==> config.mk <==
export PLATFORM = sky130hd
export DESIGN_NAME = lru_page_buffer_pool
export DESIGN_NICKNAME = d
export VERILOG_FILES = /design/src/lpb_pkg.sv /design/src/lpb_frame_ram.sv /design/src/lru_page_buffer_pool.sv
export SDC_FILE = /design/constraint.sdc
export NUM_CORES = 1
export LEC_CHECK = 0
export BUFFER_PORTS_ARGS = -buffer_cell sky130_fd_sc_hd__buf_2
export CAP_MARGIN = 40
export CORE_MARGIN = 4
export CORE_UTILIZATION = 35
export DETAILED_ROUTE_END_ITERATION = 8
export PLACE_DENSITY = 0.52
export SLEW_MARGIN = 40
export SYNTH_ARGS = -nofsm -noshare
export SYNTH_HDL_FRONTEND = slang
export SYNTH_HIERARCHICAL = 1
export SYNTH_SLANG_ARGS = --single-unit
export TNS_END_PERCENT = 100
==> constraint.sdc <==
create_clock -name clk -period 5 [get_ports clk]
set_clock_uncertainty 0.15 [all_clocks]
set_input_delay 0.5 -clock clk [delete_from_list [all_inputs] [get_ports clk]]
set_output_delay 0.5 -clock clk [all_outputs]
set_load 0.005 [all_outputs]
==> src/lpb_pkg.sv <==
// ----------------------------------------------------------------------------
// lpb_pkg
// Shared types and constants for the page buffer pool: frame geometry,
// field widths and the layout of one frame table entry.
// ----------------------------------------------------------------------------
package lpb_pkg;

  localparam int POOL_FRAMES = 16;
  localparam int SLOT_W      = 4;
  localparam int PAGE_W      = 7;
  localparam int RANK_W      = 4;

  localparam logic [1:0] CMD_PAGE  = 2'd0;
  localparam logic [1:0] CMD_ROW   = 2'd1;
  localparam logic [1:0] CMD_DIRTY = 2'd2;

  localparam logic [12:0] PAGE_BYTES = 13'd4096;

  typedef struct packed {
    logic [PAGE_W-1:0] page;
    logic              dirty;
    logic [RANK_W-1:0] rank;
  } frame_entry_t;

endpackage

==> src/lpb_frame_ram.sv <==
// ----------------------------------------------------------------------------
// lpb_frame_ram
// Frame table store: one write port, one read port, registered read data.
// ----------------------------------------------------------------------------
module lpb_frame_ram (
  input  logic                          clk,
  input  logic [lpb_pkg::SLOT_W-1:0]    rd_addr,
  output lpb_pkg::frame_entry_t         rd_data,
  input  logic                          wr_en,
  input  logic [lpb_pkg::SLOT_W-1:0]    wr_addr,
  input  lpb_pkg::frame_entry_t         wr_data
);
  import lpb_pkg::*;

  frame_entry_t mem_r [POOL_FRAMES];

  always_ff @(posedge clk) begin
    if (wr_en) begin
      mem_r[wr_addr] <= wr_data;
    end
    rd_data <= mem_r[rd_addr];
  end

endmodule

==> src/lru_page_buffer_pool.sv <==
// ----------------------------------------------------------------------------
// lru_page_buffer_pool
// Fully associative pool of sixteen page frames kept in LRU order, with
// dirty tracking and write-back length reporting on eviction.
//
// Usage: raise start with a command on the in_ ports; the item is taken
// at a clock edge where start is high and busy is low. busy stays high
// until the result has been shown. One result comes per item, on the
// out_ ports for exactly one cycle with out_strobe high; the receiver
// cannot stall it and must take it then.
// Sequence: a command with an out-of-range page, or an unused code, goes
// straight to its result state after acceptance. Every other command walks the frame
// table memory once to search and, except a mark-dirty miss,
// walks it once more to update ranks and the chosen frame, and busy
// stays high until its result. The walks over the single-read-port frame
// memory set how long a command keeps the block busy.
// cfg_wr_en writes the file length register at any time the block is idle.
// Reset clears all frame valid bits, the frame count and the file length;
// the memory itself needs no clearing, invalid frames are never used.
// ----------------------------------------------------------------------------
module lru_page_buffer_pool (
  input  logic        clk,
  input  logic        rst_n,
  input  logic        start,
  output logic        busy,
  input  logic [1:0]  in_cmd,
  input  logic [15:0] in_page_number,
  input  logic [15:0] in_row_number,
  input  logic [11:0] in_row_count,
  input  logic        cfg_wr_en,
  input  logic [19:0] cfg_file_length_bytes,
  output logic        out_strobe,
  output logic        out_page_valid,
  output logic        out_hit,
  output logic [3:0]  out_frame_slot,
  output logic        out_fetch_from_file,
  output logic        out_evicted,
  output logic [6:0]  out_evict_page,
  output logic        out_write_back,
  output logic [12:0] out_write_bytes,
  output logic [11:0] out_row_offset
);
  import lpb_pkg::*;

  localparam logic [2:0] ST_IDLE   = 3'd0;
  localparam logic [2:0] ST_SCAN   = 3'd1;
  localparam logic [2:0] ST_DECIDE = 3'd2;
  localparam logic [2:0] ST_UPD    = 3'd3;
  localparam logic [2:0] ST_EMIT   = 3'd4;

  localparam logic [4:0] WALK_END = 5'(POOL_FRAMES);

  logic [2:0]  state_r, state_nxt;
  logic [4:0]  cnt_r, cnt_nxt;
  logic [19:0] file_len_r;
  logic [POOL_FRAMES-1:0] valid_r, valid_nxt;
  logic [4:0]  in_use_r, in_use_nxt;

  // latched command
  logic [1:0]        cmd_r, cmd_nxt;
  logic [PAGE_W-1:0] page_r, page_nxt;
  logic [11:0]       rows_r, rows_nxt;

  // scan results
  logic              hit_r, hit_nxt;
  logic [SLOT_W-1:0] hit_slot_r, hit_slot_nxt;
  logic [RANK_W-1:0] hit_rank_r, hit_rank_nxt;
  logic              free_r, free_nxt;
  logic [SLOT_W-1:0] free_slot_r, free_slot_nxt;
  logic              best_r, best_nxt;
  logic [SLOT_W-1:0] best_slot_r, best_slot_nxt;
  logic [RANK_W-1:0] best_rank_r, best_rank_nxt;
  logic [PAGE_W-1:0] best_page_r, best_page_nxt;
  logic              best_dirty_r, best_dirty_nxt;

  // update pass control
  logic [SLOT_W-1:0] sel_r, sel_nxt;
  logic [RANK_W-1:0] limit_r, limit_nxt;
  logic              miss_r, miss_nxt;

  // result registers
  logic        res_pv_r, res_pv_nxt;
  logic        res_hit_r, res_hit_nxt;
  logic [3:0]  res_slot_r, res_slot_nxt;
  logic        res_fetch_r, res_fetch_nxt;
  logic        res_ev_r, res_ev_nxt;
  logic [6:0]  res_evp_r, res_evp_nxt;
  logic        res_wb_r, res_wb_nxt;
  logic [12:0] res_wbytes_r, res_wbytes_nxt;
  logic [11:0] res_off_r, res_off_nxt;

  logic [SLOT_W-1:0] rd_addr;
  frame_entry_t      rd_data;
  logic              wr_en;
  frame_entry_t      wr_data;
  logic [SLOT_W-1:0] proc_idx;

  logic [15:0] eff_page;
  logic        eff_ok;
  logic [8:0]  file_pages;
  logic [11:0] last_len;
  logic [12:0] ev_len;

  lpb_frame_ram u_ram (
    .clk     (clk),
    .rd_addr (rd_addr),
    .rd_data (rd_data),
    .wr_en   (wr_en),
    .wr_addr (proc_idx),
    .wr_data (wr_data)
  );

  assign rd_addr  = cnt_r[SLOT_W-1:0];
  assign proc_idx = SLOT_W'(cnt_r - 5'd1);

  assign eff_page = (in_cmd == CMD_ROW) ? {4'd0, in_row_number[15:4]} : in_page_number;
  assign eff_ok   = (eff_page < 16'd128);

  assign file_pages = {1'b0, file_len_r[19:12]} + 9'(|file_len_r[11:0]);
  assign last_len   = {rows_r[3:0], 8'h00};
  assign ev_len     = ({1'b0, best_page_r} == rows_r[11:4]) ? {1'b0, last_len} : PAGE_BYTES;

  always_comb begin
    state_nxt      = state_r;
    cnt_nxt        = cnt_r;
    valid_nxt      = valid_r;
    in_use_nxt     = in_use_r;
    cmd_nxt        = cmd_r;
    page_nxt       = page_r;
    rows_nxt       = rows_r;
    hit_nxt        = hit_r;
    hit_slot_nxt   = hit_slot_r;
    hit_rank_nxt   = hit_rank_r;
    free_nxt       = free_r;
    free_slot_nxt  = free_slot_r;
    best_nxt       = best_r;
    best_slot_nxt  = best_slot_r;
    best_rank_nxt  = best_rank_r;
    best_page_nxt  = best_page_r;
    best_dirty_nxt = best_dirty_r;
    sel_nxt        = sel_r;
    limit_nxt      = limit_r;
    miss_nxt       = miss_r;
    res_pv_nxt     = res_pv_r;
    res_hit_nxt    = res_hit_r;
    res_slot_nxt   = res_slot_r;
    res_fetch_nxt  = res_fetch_r;
    res_ev_nxt     = res_ev_r;
    res_evp_nxt    = res_evp_r;
    res_wb_nxt     = res_wb_r;
    res_wbytes_nxt = res_wbytes_r;
    res_off_nxt    = res_off_r;
    wr_en          = 1'b0;
    wr_data        = rd_data;

    unique case (state_r)
      ST_IDLE: begin
        if (start) begin
          cmd_nxt        = in_cmd;
          page_nxt       = eff_page[PAGE_W-1:0];
          rows_nxt       = in_row_count;
          cnt_nxt        = 5'd0;
          hit_nxt        = 1'b0;
          free_nxt       = 1'b0;
          best_nxt       = 1'b0;
          res_pv_nxt     = 1'b0;
          res_hit_nxt    = 1'b0;
          res_slot_nxt   = 4'd0;
          res_fetch_nxt  = 1'b0;
          res_ev_nxt     = 1'b0;
          res_evp_nxt    = 7'd0;
          res_wb_nxt     = 1'b0;
          res_wbytes_nxt = 13'd0;
          res_off_nxt    = (in_cmd == CMD_ROW) ? {in_row_number[3:0], 8'h00} : 12'd0;
          if (in_cmd == CMD_PAGE || in_cmd == CMD_ROW || in_cmd == CMD_DIRTY) begin
            res_pv_nxt = eff_ok;
            state_nxt  = eff_ok ? ST_SCAN : ST_EMIT;
          end else begin
            state_nxt = ST_EMIT;
          end
        end
      end
      ST_SCAN: begin
        if (cnt_r != 5'd0) begin
          if (valid_r[proc_idx]) begin
            if (rd_data.page == page_r) begin
              hit_nxt      = 1'b1;
              hit_slot_nxt = proc_idx;
              hit_rank_nxt = rd_data.rank;
            end
            if (!best_r || rd_data.rank >= best_rank_r) begin
              best_nxt       = 1'b1;
              best_slot_nxt  = proc_idx;
              best_rank_nxt  = rd_data.rank;
              best_page_nxt  = rd_data.page;
              best_dirty_nxt = rd_data.dirty;
            end
          end else if (!free_r) begin
            free_nxt      = 1'b1;
            free_slot_nxt = proc_idx;
          end
        end
        if (cnt_r == WALK_END) begin
          state_nxt = ST_DECIDE;
        end else begin
          cnt_nxt = cnt_r + 5'd1;
        end
      end
      ST_DECIDE: begin
        cnt_nxt     = 5'd0;
        res_hit_nxt = hit_r;
        if (hit_r) begin
          res_slot_nxt = hit_slot_r;
          sel_nxt      = hit_slot_r;
          limit_nxt    = hit_rank_r;
          miss_nxt     = 1'b0;
          state_nxt    = ST_UPD;
        end else if (cmd_r == CMD_DIRTY) begin
          state_nxt = ST_EMIT;
        end else begin
          miss_nxt      = 1'b1;
          res_fetch_nxt = ({2'b00, page_r} < file_pages);
          if (free_r) begin
            sel_nxt    = free_slot_r;
            in_use_nxt = in_use_r + 5'd1;
          end else begin
            sel_nxt        = best_slot_r;
            res_ev_nxt     = 1'b1;
            res_evp_nxt    = best_page_r;
            res_wb_nxt     = best_dirty_r && (ev_len != 13'd0);
            res_wbytes_nxt = (best_dirty_r && (ev_len != 13'd0)) ? ev_len : 13'd0;
          end
          res_slot_nxt = free_r ? free_slot_r : best_slot_r;
          valid_nxt[free_r ? free_slot_r : best_slot_r] = 1'b1;
          state_nxt = ST_UPD;
        end
      end
      ST_UPD: begin
        if (cnt_r != 5'd0) begin
          wr_en = 1'b1;
          if (proc_idx == sel_r) begin
            if (cmd_r == CMD_DIRTY) begin
              wr_data.dirty = 1'b1;
            end else begin
              wr_data.rank = '0;
              if (miss_r) begin
                wr_data.page  = page_r;
                wr_data.dirty = 1'b0;
              end
            end
          end else if (cmd_r != CMD_DIRTY && valid_r[proc_idx]
                       && (miss_r || rd_data.rank < limit_r)) begin
            wr_data.rank = rd_data.rank + RANK_W'(1);
          end
        end
        if (cnt_r == WALK_END) begin
          state_nxt = ST_EMIT;
        end else begin
          cnt_nxt = cnt_r + 5'd1;
        end
      end
      ST_EMIT: begin
        state_nxt = ST_IDLE;
      end
      default: begin
        state_nxt = ST_IDLE;
      end
    endcase
  end

  always_ff @(posedge clk) begin
    if (!rst_n) begin
      state_r    <= ST_IDLE;
      cnt_r      <= 5'd0;
      valid_r    <= '0;
      in_use_r   <= 5'd0;
      file_len_r <= 20'd0;
    end else begin
      state_r  <= state_nxt;
      cnt_r    <= cnt_nxt;
      valid_r  <= valid_nxt;
      in_use_r <= in_use_nxt;
      if (cfg_wr_en) begin
        file_len_r <= cfg_file_length_bytes;
      end
    end
  end

  always_ff @(posedge clk) begin
    cmd_r        <= cmd_nxt;
    page_r       <= page_nxt;
    rows_r       <= rows_nxt;
    hit_r        <= hit_nxt;
    hit_slot_r   <= hit_slot_nxt;
    hit_rank_r   <= hit_rank_nxt;
    free_r       <= free_nxt;
    free_slot_r  <= free_slot_nxt;
    best_r       <= best_nxt;
    best_slot_r  <= best_slot_nxt;
    best_rank_r  <= best_rank_nxt;
    best_page_r  <= best_page_nxt;
    best_dirty_r <= best_dirty_nxt;
    sel_r        <= sel_nxt;
    limit_r      <= limit_nxt;
    miss_r       <= miss_nxt;
    res_pv_r     <= res_pv_nxt;
    res_hit_r    <= res_hit_nxt;
    res_slot_r   <= res_slot_nxt;
    res_fetch_r  <= res_fetch_nxt;
    res_ev_r     <= res_ev_nxt;
    res_evp_r    <= res_evp_nxt;
    res_wb_r     <= res_wb_nxt;
    res_wbytes_r <= res_wbytes_nxt;
    res_off_r    <= res_off_nxt;
  end

  assign busy                = (state_r != ST_IDLE);
  assign out_strobe          = (state_r == ST_EMIT);
  assign out_page_valid      = res_pv_r;
  assign out_hit             = res_hit_r;
  assign out_frame_slot      = res_slot_r;
  assign out_fetch_from_file = res_fetch_r;
  assign out_evicted         = res_ev_r;
  assign out_evict_page      = res_evp_r;
  assign out_write_back      = res_wb_r;
  assign out_write_bytes     = res_wbytes_r;
  assign out_row_offset      = res_off_r;

endmodule

==> results_dict.tcl, run 1 <==
set metrics [dict create \
    grt.overflow.total 0 \
    gp_congestion 0.7847 \
    grt_pass1_vias 7646 \
    worst_pin_slew_ns 0.8562 \
    min_period_ns 3.382 \
    first_pass_iters 5 \
    switchingPower_mw 1.213 \
    async_reset_ff_frac 0 \
    detail_route.iter0.violations 499 \
    hold_path_class "primary input to flip-flop" \
    min-delay-start "in_row_count[4]" \
    crit_chain "inv_1, ha_1, xor2_4, xnor2_1, nand4_2, or3_1, mux2_4" \
    finalCritPeriodShare 0.6765 \
    syn_area_per_cell_um2 16.43 \
    final_area_um2 16330 \
    routed-via-count 7493 \
    post_cts_buffers 0 \
    p_leak_nw 4.957 \
    hold_violations 0 \
    slowest_delay_ns 0.64 \
    io_buffers 96 \
    crit_type "flip-flop to flip-flop" \
    placedCellCount 1442 \
    die_area_um2 42720 \
    r2r-start "cnt_r[0]$_SDFFE_PN0P_" \
    vias_per_cell 4.933 \
    hold_depth 1 \
    pin_count 113 \
    fp.dieH_um 206.7 \
    core_area_um2 38830 \
    n_antenna_cell 0 \
    drv_cap 0 \
    slew_violations 0 \
    syn_area_um2 13820 \
    cp_max_fo 16 \
    p_int_mw 4.792 \
    instances_no_fill 1519 \
    clockRootBuffer "clkbuf_16" \
    fin_nets 1062 \
    finalSetupTns_ns 0 \
    p_per_area_nw_per_um2 367.8 \
    startpoint "cnt_r[0]$_SDFFE_PN0P_" \
    regToRegSetupSlack_ns 1.62 \
    required_ns 5.09 \
    ir_drop_v 0.0002537 \
    power.share.switching 0.2020 \
    grt_antenna_before_repair 3 \
    wl_um 31490 \
    clk_pin_slew_ns 0.06 \
    report.final.setup_viol 0 \
    clk_path_buf_depth 3 \
    status "complete, no violations" \
    fin_total_pwr_mw 6.005 \
    yosys.cell_types.count 59 \
    fin_hold_ws_ns 0.02671 \
    setup_ws_ns 1.618 \
    max_slew_margin 0.4265 \
    dp_hpwl_um 20470 \
    place_ws_ns 1.578 \
    finish.utilization 0.4205 \
    place_area_um2 14990 \
    htreeDepth 2 \
    seq_area_frac_synth 0.6854 \
    grt_util_all_layers 0.1474 \
    pwr-share-seq 0.507 \
    worstPathArrival_ns 3.47 \
    cts_made_buffers 37 \
    holdPathEnd "rows_r[4]$_DFFE_PP_" \
    drtAntennaViolNets 0 \
    start_kind "flip-flop" \
    synth_edf_count 278 \
    numClockSinks 334 \
    ys_warn_count 6 \
    cts_tree "done" \
    layout-drive-gt1-share 0.2488 \
    rr_worst_depth 7 \
    reg2reg_to "u_ram/mem_r[9][9]$_DFFE_PP_" \
    initial_core_util 0.3558 \
    synth_seq_cells 334 \
    syn_to_final_growth_pct 18.17 \
    rsz0062_at_grt "no" \
    die_w_um 206.7 \
    p_comb_frac 0.036 \
    drc 0 \
    fmax_mhz 295.6 \
    clock_latency_ns 0.53 \
    pwr-share-clk 0.456 \
    grt_pass1_wl_um 46950 \
    cp_slowest_cell "or3_1" \
    num_rows 72 \
    grt_max_degree 54 \
    syn-instance-count 841 \
    cp-end-kind "flip-flop" \
    post_drt_wl_per_cell_um 20.73 \
    synth_ff_type "edfxtp_1" \
]
-- power groups by stage --
stage	combinational (mW)	sequential (mW)	clock, mW
2_1_floorplan	0.151	3.09	0
3_3_place_gp	0.210	3.11	0
3_5_place_dp	0.216	3.11	0
4_1_cts	0.222	3.05	2.82
5_1_grt	0.243	3.05	2.95
6_report	0.218	3.05	2.74
-- cell usage after synthesis, types with 4 or more instances --
library cell,instances,area share
a21o_1,4,0.0022
a21oi_1,31,0.011
a22oi_1,27,0.015
and2_1,21,0.0095
and3_1,6,0.0027
buf_2,6,0.0022
buf_4,16,0.0087
buf_6,5,0.0041
clkbuf_1,20,0.0054
dfxtp_1,56,0.081
edfxtp_1,278,0.60
ha_1,19,0.017
inv_1,24,0.0065
mux2_2,8,0.0065
mux2_4,7,0.0076
mux2i_1,25,0.018
mux4_1,18,0.034
mux4_2,34,0.055
nand2_1,33,0.0090
nand2b_1,7,0.0032
nand3_1,9,0.0033
nand4_1,4,0.0018
nor2_1,38,0.010
nor2b_1,45,0.020
nor3_1,11,0.0040
nor4_1,8,0.0036
o21ai_0,12,0.0043
xnor2_1,5,0.0032
xor2_1,22,0.014
-- worst max-delay path: cells and delay by family (launching register included) --
kind / cells / cell delay (ns)
XOR/XNOR: 2 / 0.53
flip-flops: 1 / 0.39
buffers and inverters: 1 / 0.40
multiplexers: 1 / 0.49
adder cells (fa/ha/maj): 1 / 0.33
AND/OR/NAND/NOR: 2 / 0.82
-- area by class of cell --
type / instances / area, um^2
clock buffers: 53 / 1047
multi-input cells: 449 / 4116
fillers: 3504 / 22500
repair buffers: 127 / 760.7
inverters: 24 / 90.09
clock inverters: 14 / 188.9
flip-flops and latches: 334 / 9474
well taps: 518 / 648.1
-- flip-flops by register name (all words and copies together), names as in the netlist, 5 cells and up --
name,flops
u_ram/mem_r,192
file_len_r,20
valid_r,16
rows_r,12
u_ram/rd_data,12
best_page_r,7
out_evict_page,7
page_r,7
cnt_r,5
out_write_bytes,5
-- worst max-delay path by stage --
stage	slack, ns	end	cells past startpoint
after floorplan	1.43	u_ram/mem_r[0][2]$_DFFE_PP_	9
after global placement	1.42	u_ram/mem_r[10][1]$_DFFE_PP_	8
after detailed placement	1.58	u_ram/mem_r[3][1]$_DFFE_PP_	7
after CTS	1.58	u_ram/mem_r[4][10]$_DFFE_PP_	7
after global routing	1.36	u_ram/mem_r[8][3]$_DFFE_PP_	8
final	1.62	u_ram/mem_r[9][9]$_DFFE_PP_	7
-- placed cells by master, fill, tap and decap left out, types with 27 or more instances in the layout --
master	n
a21oi_1	31
a22oi_1	27
buf_2	96
clkbuf_16	38
dfxtp_1	54
edfxtp_1	278
mux4_2	34
nand2_1	33
nor2_1	29
nor2b_1	43
-- repair_timing --
item                      CTS  global route
resized for setup           0             0
hold buffers                9             1
hold endpoints to repair    9             1
-- metal layers --
layer	wire length, um	global-route usage	vias to the layer above	share of wire
li1	-	-	3477	-
met1	14380	0.2091	3755	0.46
met2	14790	0.2357	201	0.47
met3	1639	0.02562	56	0.052
met4	656	0.04159	4	0.021
met5	21	0	-	0.00067
-- logic make-up after synthesis --
group / count (synthesis) / synth area share
compound gates: 93 / 0.04356
xor+xnor: 30 / 0.02228
fa+ha+maj: 19 / 0.01721
buf+inv: 73 / 0.02980
flops: 334 / 0.6854
mux: 93 / 0.1229
other cells: 1 / 0.0002714
simple gates: 198 / 0.07861
No activity file was read; power rests on OpenSTA's default activity.
==> run 2: changes to the inputs <==
ABC_AREA = 1   (was default)
PLACE_DENSITY = 0.54   (was 0.52)
clock period = 3 ns   (was 5 ns; I/O delays follow)
==> results_dict.tcl, run 2 <==
set metrics [dict create \
    fp.dieH_um 213.9 \
    finalSetupTns_ns 0 \
    post_drt_wl_per_cell_um 16.93 \
    synthTopCellsByCount "nand2_1 (368), edfxtp_1 (278), inv_1 (215)" \
    slew_violations 0 \
    yosys.cell_types.count 48 \
    cp_common_cell "nand2_1" \
    ys_warn_count 6 \
    most-common-layout-cells "nand2_1 (368), edfxtp_1 (278), inv_1 (215)" \
    grt.overflow.total 0 \
    crit_chain "inv_2, ha_1, xor2_1, nand3_2, nor2_2, nand2_2, inv_4, nand4_4, clkinv_2, buf_4, nand2_1, nand2_1" \
    post_cts_buffers 0 \
    first_pass_iters 5 \
    grt_max_degree 100 \
    grt_pass1_wl_um 58060 \
    io_buffers 96 \
    cts_hold_buf 52 \
    dp_hpwl_um 23450 \
    num_rows 75 \
    p_per_area_nw_per_um2 837.4 \
    report.final.setup_viol 0 \
    synth_edf_count 278 \
    p_leak_nw 7.485 \
    drc 0 \
    mostFrequentLayoutCell "nand2_1" \
    critical-path-top-delay-family "simple AND/OR/NAND/NOR gates" \
    syn_area_um2 14830 \
    clock_latency_ns 0.52 \
    drv_cap 0 \
    layout-drive-gt1-share 0.1537 \
    synth_ff_type "edfxtp_1" \
    status "complete, no violations" \
    initial_core_util 0.3536 \
    detail_route.iter0.violations 811 \
    cp_max_fo 16 \
    hold_violations 0 \
    reg_top3 "u_ram/mem_r: 192 flops, file_len_r: 20 flops, valid_r: 16 flops" \
    wl_um 37770 \
    vias_per_cell 4.702 \
    required_ns 3.10 \
    min_period_ns 2.783 \
    grt_pass1_vias 10230 \
    rsz0062_at_grt "no" \
    crit_type "flip-flop to flip-flop" \
    cp-end-kind "flip-flop" \
    clockRootBuffer "clkbuf_16" \
    synth_seq_cells 334 \
    gp_congestion 0.7870 \
    grtUsageMet3 0.02897 \
    cp_slowest_cell "dfxtp_4" \
    grt_antenna_before_repair 0 \
    clk_path_buf_depth 3 \
    ir_drop_v 0.0003437 \
    busiest_layer "met2" \
    numClockSinks 334 \
    pin_count 113 \
    core_area_um2 41950 \
    synth_area_leaders "edfxtp_1 (56%), nand2_1 (9.3%), dfxtp_1 (7.6%)" \
    hold_path_class "primary input to flip-flop" \
    n_antenna_cell 0 \
    largest_register_ffs 192 \
    syn-instance-count 1477 \
    cts_made_buffers 38 \
    syn_to_final_growth_pct 19.69 \
    slowest_delay_ns 0.43 \
    clk_pin_slew_ns 0.06 \
    grt_util_all_layers 0.1635 \
    grtUsageMet2 0.2624 \
    die_w_um 213.9 \
    die_area_um2 45730 \
    start_kind "flip-flop" \
    fin_nets 1752 \
    cts_resized 0 \
    finalCritPeriodShare 0.9275 \
    fmax_mhz 359.4 \
    routed-via-count 10490 \
    max_flop_register "u_ram/mem_r" \
    grt_util_met1 0.2292 \
    async_reset_ff_frac 0 \
    path_buf_inv 4 \
    synth.most_common_cell "nand2_1" \
    synth.largest_area_cell "edfxtp_1" \
    drtAntennaViolNets 0 \
    worst_pin_slew_ns 0.7780 \
    fin_total_pwr_mw 14.86 \
    seq_area_frac_synth 0.6384 \
    yosysTopAreaCellShare 0.5628 \
    cts_tree "done" \
    syn_area_per_cell_um2 10.04 \
    worstPathArrival_ns 2.88 \
    max_slew_margin 0.4759 \
    htreeDepth 2 \
]
run 2: cell count changes in the layout (fill, tap and decap cells not counted), sizes merged, moves of 45 or more:
cell | previous run | this run
nand2 | 33 | 374
inv | 25 | 230
nand3 | 9 | 188
nor2 | 38 | 117
mux4 | 52 | 0
nor2b | 45 | 0
run 2: through the flow:
step	setup WS, ns	area (um^2)	hold WS [ns]	util	cells
3_5_place_dp	0.2240	16060	0.2574	0.3828	2109
4_1_cts	0.1864	17730	0.006574	0.4227	2230
6_report	0.2175	17750	0.04507	0.4232	2231
3_3_place_gp	0.1339	16050	0.2504	0.3825	2109
2_1_floorplan	0.1530	14900	0.2489	-	1492
5_1_grt	0.03092	17750	0.08090	0.4232	2231
run 2: worst register-to-register path, delay by kind of cell (launching register included):
kind	cells	cell delay, ns
simple gates	6	0.94
buf+inv	4	0.43
flops	1	0.43
fa+ha+maj	1	0.33
xor+xnor	1	0.20
run 2: cell families after synthesis:
kind of cell             after synthesis  share of synthesized area
flip-flops                           334                     0.6384
buffers and inverters                299                    0.08681
XOR/XNOR                              19                    0.01122
adder cells (fa/ha/maj)               19                    0.01603
AND/OR/NAND/NOR                      714                     0.2106
AO/OA/AOI/OAI                         84                    0.03130
multiplexers                           7                   0.005315
other                                  1                  0.0002528
run 2: layout make-up:
type	instances	area, um^2
well taps	539	674.4
clock inverters	11	57.56
flip-flops and latches	334	9474
inverters	232	884.6
multi-input cells	859	4146
fillers	3978	24190
clock buffers	58	1097
repair buffers	198	1418
run 2: path summary, 6_finish.rpt:
check | from | to | slack, ns | depth (start not counted)
hold reg to reg | hit_rank_r[0]$_DFFE_PP_ | limit_r[0]$_DFFE_PP_ | 0.27 | 0
hold / removal | start | state_r[1]$_SDFFE_PN0P_ | 0.05 | 4
setup / recovery | cnt_r[0]$_SDFFE_PN0P_ | u_ram/mem_r[11][9]$_DFFE_PP_ | 0.22 | 12
setup reg to reg | cnt_r[0]$_SDFFE_PN0P_ | u_ram/mem_r[11][9]$_DFFE_PP_ | 0.22 | 12
run 2: metal layers:
layer  routed length, um  share of wire  vias up
li1                    -              -     5179
met1               17160           0.45     4971
met2               17510           0.46      277
met3                2195          0.058       64
met4                 905          0.024        0
met5                   0              0        -
run 2: where the power goes:
part	switching, mW	internal (mW)
Combinational	2.82	1.32
Clock	1.76	2.52
Sequential	0.392	6.04
Total	4.98	9.89
